[config.mk]
export PLATFORM = sky130hd
export DESIGN_NAME = mlws_sum_unit
export DESIGN_NICKNAME = d
export VERILOG_FILES = /design/src/rtl/mlws_pkg.sv /design/src/rtl/mlws_sum_unit.sv
export SDC_FILE = /design/constraint.sdc
export NUM_CORES = 1
export LEC_CHECK = 0
export ABC_AREA = 1
export ABC_CLOCK_PERIOD_IN_PS = 4000
export CORE_ASPECT_RATIO = 0.8
export CORE_MARGIN = 5
export CORE_UTILIZATION = 70
export CTS_CLUSTER_SIZE = 16
export DETAILED_ROUTE_END_ITERATION = 10
export DONT_BUFFER_PORTS = 1
export GPL_ROUTABILITY_DRIVEN = 0
export PLACE_DENSITY_LB_ADDON = 0.05
export SYNTH_ARGS = -nofsm -noshare
export SYNTH_HDL_FRONTEND = slang
export SYNTH_SLANG_ARGS = --single-unit
export TNS_END_PERCENT = 50
[constraint.sdc]
create_clock -name clk -period 4 [get_ports clk]
set_clock_uncertainty 0.1 [all_clocks]
set_input_delay 0.6 -clock clk [delete_from_list [all_inputs] [get_ports clk]]
set_output_delay 0.6 -clock clk [all_outputs]
set_load 0.05 [all_outputs]
[src/rtl/mlws_pkg.sv]
// Package of the minimum length window sum block: field widths, beat types
// and the command codes of the shared sum unit. Depends on nothing.
package mlws_pkg;

  localparam int VALUE_W         = 16;
  localparam int TARGET_W        = 26;
  localparam int LEN_W           = 11;
  localparam int DEFAULT_MAX_LEN = 1024;

  localparam logic [TARGET_W-1:0] TARGET_RESET = 26'd1;

  // Commands of the shared add/subtract unit.
  localparam logic [1:0] ACC_HOLD  = 2'd0;
  localparam logic [1:0] ACC_ADD   = 2'd1;
  localparam logic [1:0] ACC_SUB   = 2'd2;
  localparam logic [1:0] ACC_CLEAR = 2'd3;

  typedef struct packed {
    logic [VALUE_W-1:0] sample_value;
    logic               end_of_sequence;
  } in_item_t;

  typedef struct packed {
    logic [LEN_W-1:0] shortest_length;
    logic             length_overflow;
  } out_item_t;

  typedef struct packed {
    logic [1:0]         op;
    logic [VALUE_W-1:0] operand;
  } acc_cmd_t;

endpackage

[src/rtl/mlws_sum_unit.sv]
// Shared running sum unit: one adder/subtractor on the window sum and the
// compare against the target. Depends on mlws_pkg for commands and widths.
module mlws_sum_unit #(
  parameter int SUM_W = mlws_pkg::VALUE_W + 11
) (
  input  logic                          clk,
  input  logic                          rst_n,
  input  mlws_pkg::acc_cmd_t            cmd,
  input  logic [mlws_pkg::TARGET_W-1:0] target,
  output logic                          sum_ge
);
  import mlws_pkg::*;

  localparam int CMP_W = (SUM_W > TARGET_W) ? SUM_W : TARGET_W;

  logic [SUM_W-1:0] sum_r, sum_nxt;

  always_comb begin
    sum_nxt = sum_r;
    unique case (cmd.op)
      ACC_HOLD:  sum_nxt = sum_r;
      ACC_ADD:   sum_nxt = sum_r + SUM_W'(cmd.operand);
      ACC_SUB:   sum_nxt = sum_r - SUM_W'(cmd.operand);
      ACC_CLEAR: sum_nxt = '0;
      default:   sum_nxt = sum_r;
    endcase
  end

  always_ff @(posedge clk) begin
    if (!rst_n) begin
      sum_r <= '0;
    end else begin
      sum_r <= sum_nxt;
    end
  end

  assign sum_ge = CMP_W'(sum_r) >= CMP_W'(target);

endmodule

# Word level (Yosys, flattened, before mapping)
# Index checks and enable logic that the tools add are counted.
[totals]
regBits = 27
input_bits = 46
output_inout_bits = 1
[op_classes]
n_addsub = 2
magnitude_cmp = 1
n_eq_ne = 3
muxes = 1
reduce_logical = 1
[ops]
columns = ["operator", "n"]
rows = [
  ["one-hot mux 27 bit (3 select lines)", 1],
  ["adder 27 x 16 -> 27 bit", 1],
  ["greater-or-equal comparator 27 x 26 -> 1 bit", 1],
  ["subtractor 27 x 16 -> 27 bit", 1],
  ["equality test 2 bit, second input constant", 2],
  ["equality test 2 x 1 -> 1 bit, second input constant", 1],
  ["logical NOT 2 bit", 1],
]

# Longest topological paths before layout
# Gate-level depths: netlist of run 1.
[depth]
depth_word = 2
ltp_mapped = 20
ltp_nobuf = 20

# Worst setup path before layout of run 1
# Ideal clock, no wire load.
[synth_timing]
path_kind = "input -> register"
from = "in cmd[1] (netlist bit)"
to = "reg sum_r[20]"
setup_ps = 132
t_arrival_ps = 2512
required_time_ps = 3768
setup_slack_ps = 1256
cell_stages = 18
path_buffers = 0
path_cell_list = "inv_1 -> ha_1 -> nand2_2 -> nor2_2 -> nor2_1 -> a21oi_1 -> xnor2_1 -> inv_1 -> ha_1 -> nand2_1 -> nor2_1 -> inv_1 -> nor2_1 -> nand4_1 -> nand3_1 -> nand2_1 -> nand3_1 -> a21oi_1"
[synth_between]
elab_chain_len = 2
word_cells_on_any_way = 3
[synth_lines]
columns = ["item", "line_no", "source"]
rows = [
  ["start: declaration", "mlws_sum_unit.sv:8", "input mlws_pkg::acc_cmd_t cmd,"],
  ["subtractor 27 x 16 -> 27 bit or adder 27 x 16 -> 27 bit (tied branches)", "mlws_sum_unit.sv:23, mlws_sum_unit.sv:22", ""],
  ["one-hot mux 27 bit (3 select lines) (*)", "mlws_sum_unit.sv:20", "unique case (cmd.op)"],
  ["end signal: assignment", "mlws_sum_unit.sv:33", "sum_r <= sum_nxt;"],
  ["end: declaration", "mlws_sum_unit.sv:16", "logic [SUM_W-1:0] sum_r, sum_nxt;"],
]
# Every way passes the cells marked *; elsewhere a longest branch is shown, timed or not.
# A chain may end at the register's enable or synchronous reset.

# Worst setup path after layout of run 1
[layout_timing]
from = "in cmd[1] (netlist bit)"
to = "reg sum_r[19]"
# The elaborated chain is that of the path after synthesis.

==> run_summary.xml, run 1 <==
<?xml version="1.0" encoding="UTF-8"?>
<metrics>
  <group name="status">
    <metric name="result_of_the_run" unit="">finished clean</metric>
  </group>
  <group name="synth">
    <metric name="sequential_cell_area_fraction_in_the_yosys_report" unit="">0.130</metric>
    <metric name="avgSynthCellArea" unit="sq um">5.76</metric>
    <metric name="edff_count_synth" unit="">0</metric>
    <metric name="syn_area" unit="sq um">4140</metric>
    <metric name="async_flop_share" unit="">0</metric>
    <metric name="synthesis.nets" unit="">819</metric>
    <metric name="ys_ff_latch" unit="">27</metric>
    <metric name="postSynth.topFlopCell" unit="">dfxtp_1</metric>
    <metric name="postSynthCellCount" unit="">719</metric>
    <metric name="ys_warn_count" unit="">0</metric>
    <metric name="synth_cell_types" unit="">42</metric>
  </group>
  <group name="worst_setup_path">
    <metric name="worst-path-buf-inv" unit="">2</metric>
    <metric name="setup.reg_to_reg.worst_slack" unit="ps">1650</metric>
    <metric name="setup.worst_path.start_class" unit="">primary input</metric>
    <metric name="critPathMaxStageDelay" unit="ps">410</metric>
    <metric name="cp.required" unit="ps">4100</metric>
    <metric name="critPathSlowestCell" unit="">ha_1</metric>
    <metric name="arrival_time_worst_endpoint" unit="ps">3040</metric>
    <metric name="family_with_the_most_delay_on_the_worst_path" unit="">simple AND/OR/NAND/NOR gates</metric>
    <metric name="timing.critical_path.fanout_max" unit="">5</metric>
    <metric name="reg2reg_to" unit="">sum_r[6]$_SDFFE_PN0P_</metric>
    <metric name="critical_path_cell_count" unit="">16</metric>
    <metric name="crit_type" unit="">primary input to register</metric>
    <metric name="reg2reg_from" unit="">sum_r[0]$_SDFFE_PN0P_</metric>
    <metric name="worst-r2r-cell-count" unit="">11</metric>
    <metric name="cp_cell_sequence" unit="">inv_1, ha_1, nand2_2, nor2_2, a21oi_1, nor2_1, xor2_1, ha_1, nand2_1, inv_1, nand2_1, nor3_1, nand3_1, nand4_1, nand3_1, a21oi_1</metric>
    <metric name="critPathCaptureType" unit="">register</metric>
    <metric name="cp-startpoint" unit="">cmd[1]</metric>
    <metric name="setup.worst_path.end" unit="">sum_r[19]$_SDFFE_PN0P_</metric>
  </group>
  <group name="finish">
    <metric name="drive_gt1_frac" unit="">0.0545</metric>
    <metric name="commonest_cells_after_routing_fill_and_taps_aside" unit="">nand2_1, inv_1, a21oi_1, ha_1, nand3_1</metric>
    <metric name="n_fill_cell" unit="">540</metric>
    <metric name="biggestRegsByFlops" unit="">sum_r x27</metric>
    <metric name="final_stage_net_count" unit="">817</metric>
    <metric name="layout.cells.most_common" unit="">nand2_1</metric>
    <metric name="multi_input_area" unit="sq um">3030</metric>
    <metric name="antenna_cells_inserted" unit="">0</metric>
    <metric name="top_register" unit="">sum_r</metric>
    <metric name="area_delta_synth_final" unit="%">2.42</metric>
    <metric name="number_of_flip_flops_under_the_largest_register_name" unit="">27</metric>
    <metric name="register_area" unit="sq um">541</metric>
  </group>
  <group name="global_routing">
    <metric name="globalRouteTotalUtil" unit="">0.307</metric>
    <metric name="antenna_found_initial" unit="">1</metric>
    <metric name="grt_pass1_wl" unit="um">18300</metric>
    <metric name="overflow" unit="">0</metric>
    <metric name="grt_start_max_net_pins" unit="">28</metric>
    <metric name="first_global_vias" unit="">4153</metric>
  </group>
  <group name="timing">
    <metric name="finalCriticalPeriod" unit="ps">2950</metric>
    <metric name="setup_total_negative_slack" unit="ps">0</metric>
    <metric name="grt_setup_unrepaired" unit="">false</metric>
    <metric name="max_freq" unit="GHz">0.339</metric>
    <metric name="worst-slew-pin-transition" unit="ps">1160</metric>
    <metric name="number_of_max_slew_violations_in_the_final_report" unit="">0</metric>
    <metric name="hold_viol_final" unit="">0</metric>
    <metric name="post-route-period-util" unit="">0.737</metric>
    <metric name="timing.max_slew.rel_slack" unit="">0.224</metric>
    <metric name="setup-violations-final" unit="">0</metric>
  </group>
  <group name="route">
    <metric name="detailedRoute.firstIterationViolations" unit="">390</metric>
    <metric name="wl" unit="um">11300</metric>
    <metric name="antenna_violating_nets_post_route" unit="">0</metric>
    <metric name="router_iterations_before_antenna_repair" unit="">5</metric>
    <metric name="vias" unit="">4446</metric>
    <metric name="vias_cell" unit="">5.58</metric>
    <metric name="detail_route.drc_violations" unit="">0</metric>
    <metric name="detail_routed_net_length_per_standard_cell" unit="um">14.2</metric>
  </group>
  <group name="clocking">
    <metric name="clock-sinks" unit="">27</metric>
    <metric name="post_cts_hold_buffer_count" unit="">0</metric>
    <metric name="ctsResizeCount" unit="">0</metric>
    <metric name="cts-buffers-inserted" unit="">3</metric>
    <metric name="post_cts_buffers" unit="">0</metric>
    <metric name="ctsRootBufferMaster" unit="">clkbuf_8</metric>
    <metric name="clock_latency" unit="ps">280</metric>
    <metric name="cts_tree" unit="">done</metric>
    <metric name="clkSlewWorstSetupHoldPaths" unit="ps">110</metric>
    <metric name="cts_max_path_buffers" unit="">2</metric>
    <metric name="cts.htree.levels" unit="">1</metric>
  </group>
  <group name="min_path">
    <metric name="min-delay-path-class" unit="">register to register</metric>
  </group>
  <group name="power">
    <metric name="max_vdd_drop" unit="mV">0.135</metric>
    <metric name="post-layout-total-power" unit="mW">1.21</metric>
    <metric name="p_leak" unit="nW">2.37</metric>
    <metric name="power_density" unit="nW/um^2">284</metric>
  </group>
  <group name="floorplanning">
    <metric name="floorplan.initialDensity" unit="">0.712</metric>
    <metric name="std_cell_rows" unit="">25</metric>
    <metric name="count_of_boundary_i_o_pins" unit="">47</metric>
    <metric name="placeableCoreArea" unit="sq um">5820</metric>
    <metric name="floorplan.die_area" unit="sq um">7570</metric>
    <metric name="die_w" unit="um">96.0</metric>
    <metric name="die_height" unit="um">78.8</metric>
  </group>
  <group name="placed_design">
    <metric name="port_buffers" unit="">0</metric>
    <metric name="place_hpwl" unit="um">9480</metric>
  </group>
  <group name="flow_run">
    <metric name="max-cap-violations" unit="">0</metric>
  </group>
</metrics>
-- cell families after synthesis --
group	share of synthesized area
compound gates	0.121
xor+xnor	0.0356
fa+ha+maj	0.165
buf+inv	0.139
flops	0.130
simple gates	0.409
-- worst min-delay path by stage --
stage / start / endpoint / cells after the start
after floorplan: sum_r[0]$_SDFFE_PN0P_ / sum_r[0]$_SDFFE_PN0P_ / 2
after global routing: sum_r[0]$_SDFFE_PN0P_ / sum_r[0]$_SDFFE_PN0P_ / 2
after CTS: sum_r[0]$_SDFFE_PN0P_ / sum_r[0]$_SDFFE_PN0P_ / 2
after detailed placement: sum_r[0]$_SDFFE_PN0P_ / sum_r[0]$_SDFFE_PN0P_ / 2
after global placement: sum_r[0]$_SDFFE_PN0P_ / sum_r[0]$_SDFFE_PN0P_ / 2
final: sum_r[0]$_SDFFE_PN0P_ / sum_r[0]$_SDFFE_PN0P_ / 2
-- area by class of cell --
type	count	share of cell area
Multi-Input combinational cell	545	0.713
Sequential cell	27	0.127
Inverter	139	0.123
Tap cell	81	0.0239
Clock buffer	4	0.0106
Timing Repair Buffer	1	0.00177
-- synth_stat cells (5+ instances only) --
| master | instances | area [sq um] |
|---|---|---|
| nand2_1 | 238 | 893 |
| inv_1 | 136 | 510 |
| a21oi_1 | 57 | 285 |
| ha_1 | 53 | 663 |
| nand3_1 | 50 | 250 |
| nor2_1 | 48 | 180 |
| dfxtp_1 | 27 | 541 |
| nand4_1 | 12 | 75.1 |
| o21ai_0 | 9 | 45.0 |
| xor2_1 | 8 | 70.1 |
| nand2_2 | 7 | 43.8 |
| nor2_2 | 7 | 43.8 |
| xnor2_1 | 7 | 61.3 |
| o31ai_1 | 6 | 45.0 |
| or2_2 | 5 | 31.3 |
-- through the flow --
| step | hold WS [ps] | std cells | utilization | instance area (sq um) | worst slack (ps) |
|---|---|---|---|---|---|
| 2_1_floorplan | 345 | 719 | - | 4140 | 1260 |
| 3_3_place_gp | 352 | 793 | 0.722 | 4200 | 958 |
| 3_5_place_dp | 355 | 793 | 0.722 | 4200 | 818 |
| 4_1_cts | 370 | 797 | 0.729 | 4240 | 1120 |
| 5_1_grt | 393 | 797 | 0.729 | 4240 | 761 |
| 6_report | 373 | 797 | 0.729 | 4240 | 1050 |
-- where the power goes --
| part | total (mW) | switching (mW) | internal [mW] |
|---|---|---|---|
| combinational | 0.680 | 0.440 | 0.240 |
| clock | 0.173 | 0.101 | 0.0719 |
| sequential | 0.353 | 0.0492 | 0.304 |
| total | 1.21 | 0.590 | 0.615 |
-- layer usage --
| layer | routed length, um | GRT usage | part of all wire | up-vias |
|---|---|---|---|---|
| met5 | 7 | 0 | 0.00062 | - |
| met4 | 318 | 0.101 | 0.028 | 2 |
| met3 | 1200 | 0.0549 | 0.11 | 30 |
| met1 | 5290 | 0.431 | 0.47 | 1915 |
| met2 | 4480 | 0.469 | 0.40 | 225 |
| li1 | - | - | - | 2274 |
-- tightest hold or removal path, delay by kind of cell, from the launching register on --
family,cells,cell delay (ps)
and+or+nand+nor,1,60
AOI/OAI and AO/OA,1,60
DFF,1,320
No activity file was read; power rests on OpenSTA's default activity.
==> run 2, diff against run 1 <==
--- a/config.mk
+++ b/config.mk
@@ -6,10 +6,10 @@
 export NUM_CORES = 1
 export LEC_CHECK = 0
 export ABC_AREA = 1
-export ABC_CLOCK_PERIOD_IN_PS = 4000
+export ABC_CLOCK_PERIOD_IN_PS = 2820
 export CORE_ASPECT_RATIO = 0.8
 export CORE_MARGIN = 5
-export CORE_UTILIZATION = 70
+export CORE_UTILIZATION = 66
 export CTS_CLUSTER_SIZE = 16
 export DETAILED_ROUTE_END_ITERATION = 10
 export DONT_BUFFER_PORTS = 1
==> constraint.sdc (replaced) <==
create_clock -name clk -period 2.82 [get_ports clk]
set_clock_uncertainty 0.1 [all_clocks]
set_input_delay 0.423 -clock clk [delete_from_list [all_inputs] [get_ports clk]]
set_output_delay 0.423 -clock clk [all_outputs]
set_load 0.05 [all_outputs]
==> run 2 against run 1 <==
Worst hold slack worse by 46 ps. Global-route usage is 2.5 points lower. Sequential power is 43% higher. Die area is 5.4% higher. Routed wire length is 1.4% lower. Largest power group unchanged.
==> run_summary.xml, run 2 (synthesis results as in run 1) <==
<?xml version="1.0" encoding="UTF-8"?>
<metrics>
  <group name="worst_setup_path">
    <metric name="cell_occurring_most_often_along_the_worst_timing_path" unit="">nand2_1</metric>
    <metric name="crit_type" unit="">primary input to register</metric>
    <metric name="critPathMaxStageDelay" unit="ps">310</metric>
    <metric name="worst-path-buf-inv" unit="">1</metric>
    <metric name="cp.required" unit="ps">2870</metric>
    <metric name="setup.worst_path.start_class" unit="">primary input</metric>
    <metric name="family_with_the_most_delay_on_the_worst_path" unit="">simple AND/OR/NAND/NOR gates</metric>
    <metric name="critPathCaptureType" unit="">register</metric>
    <metric name="critPathSlowestCell" unit="">ha_4</metric>
    <metric name="cp_cell_sequence" unit="">inv_1, nand4_4, nor3_4, nand4_4, o21ai_4, xor2_2, ha_4, nand2_2, nor2_2, nand2_1, nor2_1, nand2_1, nand3_1, nand2_1, nand3_1, a21oi_1</metric>
    <metric name="timing.critical_path.fanout_max" unit="">7</metric>
    <metric name="arrival_time_worst_endpoint" unit="ps">2700</metric>
  </group>
  <group name="finish">
    <metric name="n_fill_cell" unit="">535</metric>
    <metric name="biggestRegsByFlops" unit="">sum_r x27</metric>
    <metric name="antenna_cells_inserted" unit="">0</metric>
    <metric name="post-route-cell-area" unit="sq um">4400</metric>
    <metric name="layout.cells.most_common" unit="">nand2_1</metric>
    <metric name="drive_gt1_frac" unit="">0.0915</metric>
    <metric name="multi_input_area" unit="sq um">3140</metric>
    <metric name="top_register" unit="">sum_r</metric>
    <metric name="commonest_cells_after_routing_fill_and_taps_aside" unit="">nand2_1, inv_1, a21oi_1, nand3_1, ha_1</metric>
    <metric name="area_delta_synth_final" unit="%">6.16</metric>
    <metric name="register_area" unit="sq um">541</metric>
    <metric name="final_stage_net_count" unit="">822</metric>
    <metric name="number_of_flip_flops_under_the_largest_register_name" unit="">27</metric>
  </group>
  <group name="floorplanning">
    <metric name="die_w" unit="um">98.6</metric>
    <metric name="die_height" unit="um">80.9</metric>
    <metric name="count_of_boundary_i_o_pins" unit="">47</metric>
    <metric name="placeableCoreArea" unit="sq um">6010</metric>
    <metric name="floorplan.die_area" unit="sq um">7970</metric>
    <metric name="std_cell_rows" unit="">25</metric>
    <metric name="floorplan.initialDensity" unit="">0.690</metric>
  </group>
  <group name="power">
    <metric name="power.sequential.fraction" unit="">0.289</metric>
    <metric name="p_int" unit="uW">899</metric>
    <metric name="max_vdd_drop" unit="mV">0.264</metric>
    <metric name="power_density" unit="nW/um^2">397</metric>
    <metric name="p_leak" unit="nW">2.41</metric>
    <metric name="p_sw" unit="uW">846</metric>
    <metric name="power_switching_share" unit="">0.485</metric>
    <metric name="clk_network_pwr_share" unit="">0.136</metric>
    <metric name="combinationalPowerShare" unit="">0.575</metric>
    <metric name="post-layout-total-power" unit="mW">1.75</metric>
  </group>
  <group name="timing">
    <metric name="hold_viol_final" unit="">0</metric>
    <metric name="finalCriticalPeriod" unit="ps">2660</metric>
    <metric name="post-route-worst-setup-slack" unit="ps">164</metric>
    <metric name="worst-slew-pin-transition" unit="ps">852</metric>
    <metric name="grt_setup_unrepaired" unit="">true</metric>
    <metric name="setup-violations-final" unit="">0</metric>
    <metric name="timing.max_slew.rel_slack" unit="">0.431</metric>
    <metric name="max_freq" unit="GHz">0.377</metric>
    <metric name="number_of_max_slew_violations_in_the_final_report" unit="">0</metric>
    <metric name="post-route-period-util" unit="">0.942</metric>
  </group>
  <group name="placed_design">
    <metric name="place_hpwl" unit="um">9410</metric>
    <metric name="dpl-instance-area" unit="sq um">4240</metric>
    <metric name="place_ws" unit="ps">-68.5</metric>
    <metric name="port_buffers" unit="">0</metric>
  </group>
  <group name="route">
    <metric name="wl" unit="um">11100</metric>
    <metric name="detail_routed_net_length_per_standard_cell" unit="um">13.9</metric>
    <metric name="router_iterations_before_antenna_repair" unit="">5</metric>
    <metric name="detail_route.drc_violations" unit="">0</metric>
    <metric name="antenna_violating_nets_post_route" unit="">0</metric>
    <metric name="detailedRoute.firstIterationViolations" unit="">366</metric>
    <metric name="vias" unit="">4468</metric>
    <metric name="vias_cell" unit="">5.57</metric>
  </group>
  <group name="global_routing">
    <metric name="grt_start_max_net_pins" unit="">28</metric>
    <metric name="antenna_found_initial" unit="">0</metric>
    <metric name="globalRouteTotalUtil" unit="">0.282</metric>
    <metric name="grt_pass1_wl" unit="um">18200</metric>
    <metric name="first_global_vias" unit="">3987</metric>
    <metric name="overflow" unit="">0</metric>
  </group>
  <group name="clocking">
    <metric name="clock_latency" unit="ps">280</metric>
    <metric name="cts_tree" unit="">done</metric>
    <metric name="cts.htree.levels" unit="">1</metric>
    <metric name="cts-buffers-inserted" unit="">3</metric>
    <metric name="clock-sinks" unit="">27</metric>
    <metric name="clkSlewWorstSetupHoldPaths" unit="ps">110</metric>
    <metric name="cts_max_path_buffers" unit="">2</metric>
    <metric name="ctsRootBufferMaster" unit="">clkbuf_8</metric>
  </group>
  <group name="min_path">
    <metric name="min-delay-path-class" unit="">primary input to register</metric>
  </group>
  <group name="flow_run">
    <metric name="max-cap-violations" unit="">0</metric>
  </group>
  <group name="status">
    <metric name="result_of_the_run" unit="">finished clean</metric>
  </group>
</metrics>
-- run 2: power groups by stage --
stage	sequential (mW)	clock (mW)	combinational, mW
after floorplan	0.471	0	0.753
after global placement	0.503	0	0.912
after detailed placement	0.506	0	0.941
after CTS	0.496	0.237	0.945
after global routing	0.508	0.252	1.13
final	0.504	0.238	1.00
-- run 2: worst min-delay path: stages --
cell     delay, ps
ha_1           110
inv_1           30
nand2_1         50
a21oi_1         50
-- run 2: timing repair --
action | CTS | global route
hold endpoints to repair | 0 | 0
setup endpoints to repair | 0 | 4
gates resized for setup | 0 | 24
setup buffers | 0 | 0
hold buffers | 0 | 0
-- run 2: worst paths after layout --
check / from / end / cells past startpoint / slack (ps)
max: cmd[1] / sum_r[21]$_SDFFE_PN0P_ / 16 / 160
min: cmd[0] / sum_r[0]$_SDFFE_PN0P_ / 4 / 330
max reg2reg: sum_r[0]$_SDFFE_PN0P_ / sum_r[12]$_SDFFE_PN0P_ / 12 / 420
min reg2reg: sum_r[0]$_SDFFE_PN0P_ / sum_r[0]$_SDFFE_PN0P_ / 2 / 380
-- run 2: metal layers --
metal  part of all wire  up-vias  wire length (um)  GRT usage
met5                  0        -                 0          0
met4              0.016        0               177     0.0723
met3               0.12       20              1370     0.0489
met2               0.41      226              4550      0.441
met1               0.45     1936              5050      0.403
li1                   -     2286                 -          -
-- run 2: layout make-up --
type                    instances  area share
clock buffers                   3     0.00939
clock inverters                 1     0.00114
inverters                     139       0.119
multi-input cells             545       0.715
flip-flops and latches         27       0.123
well taps                      81      0.0230
repair buffers                  6      0.0102
-- run 2: metrics by stage --
step | utilization | hold slack [ps] | setup TNS [ps] | cells
6_report | 0.732 | 327 | 0 | 802
3_5_place_dp | 0.705 | 365 | -170 | 798
4_1_cts | 0.713 | 330 | 0 | 802
2_1_floorplan | - | 345 | 0 | 719
3_3_place_gp | 0.705 | 352 | -15.3 | 798
5_1_grt | 0.732 | 373 | -85.8 | 802
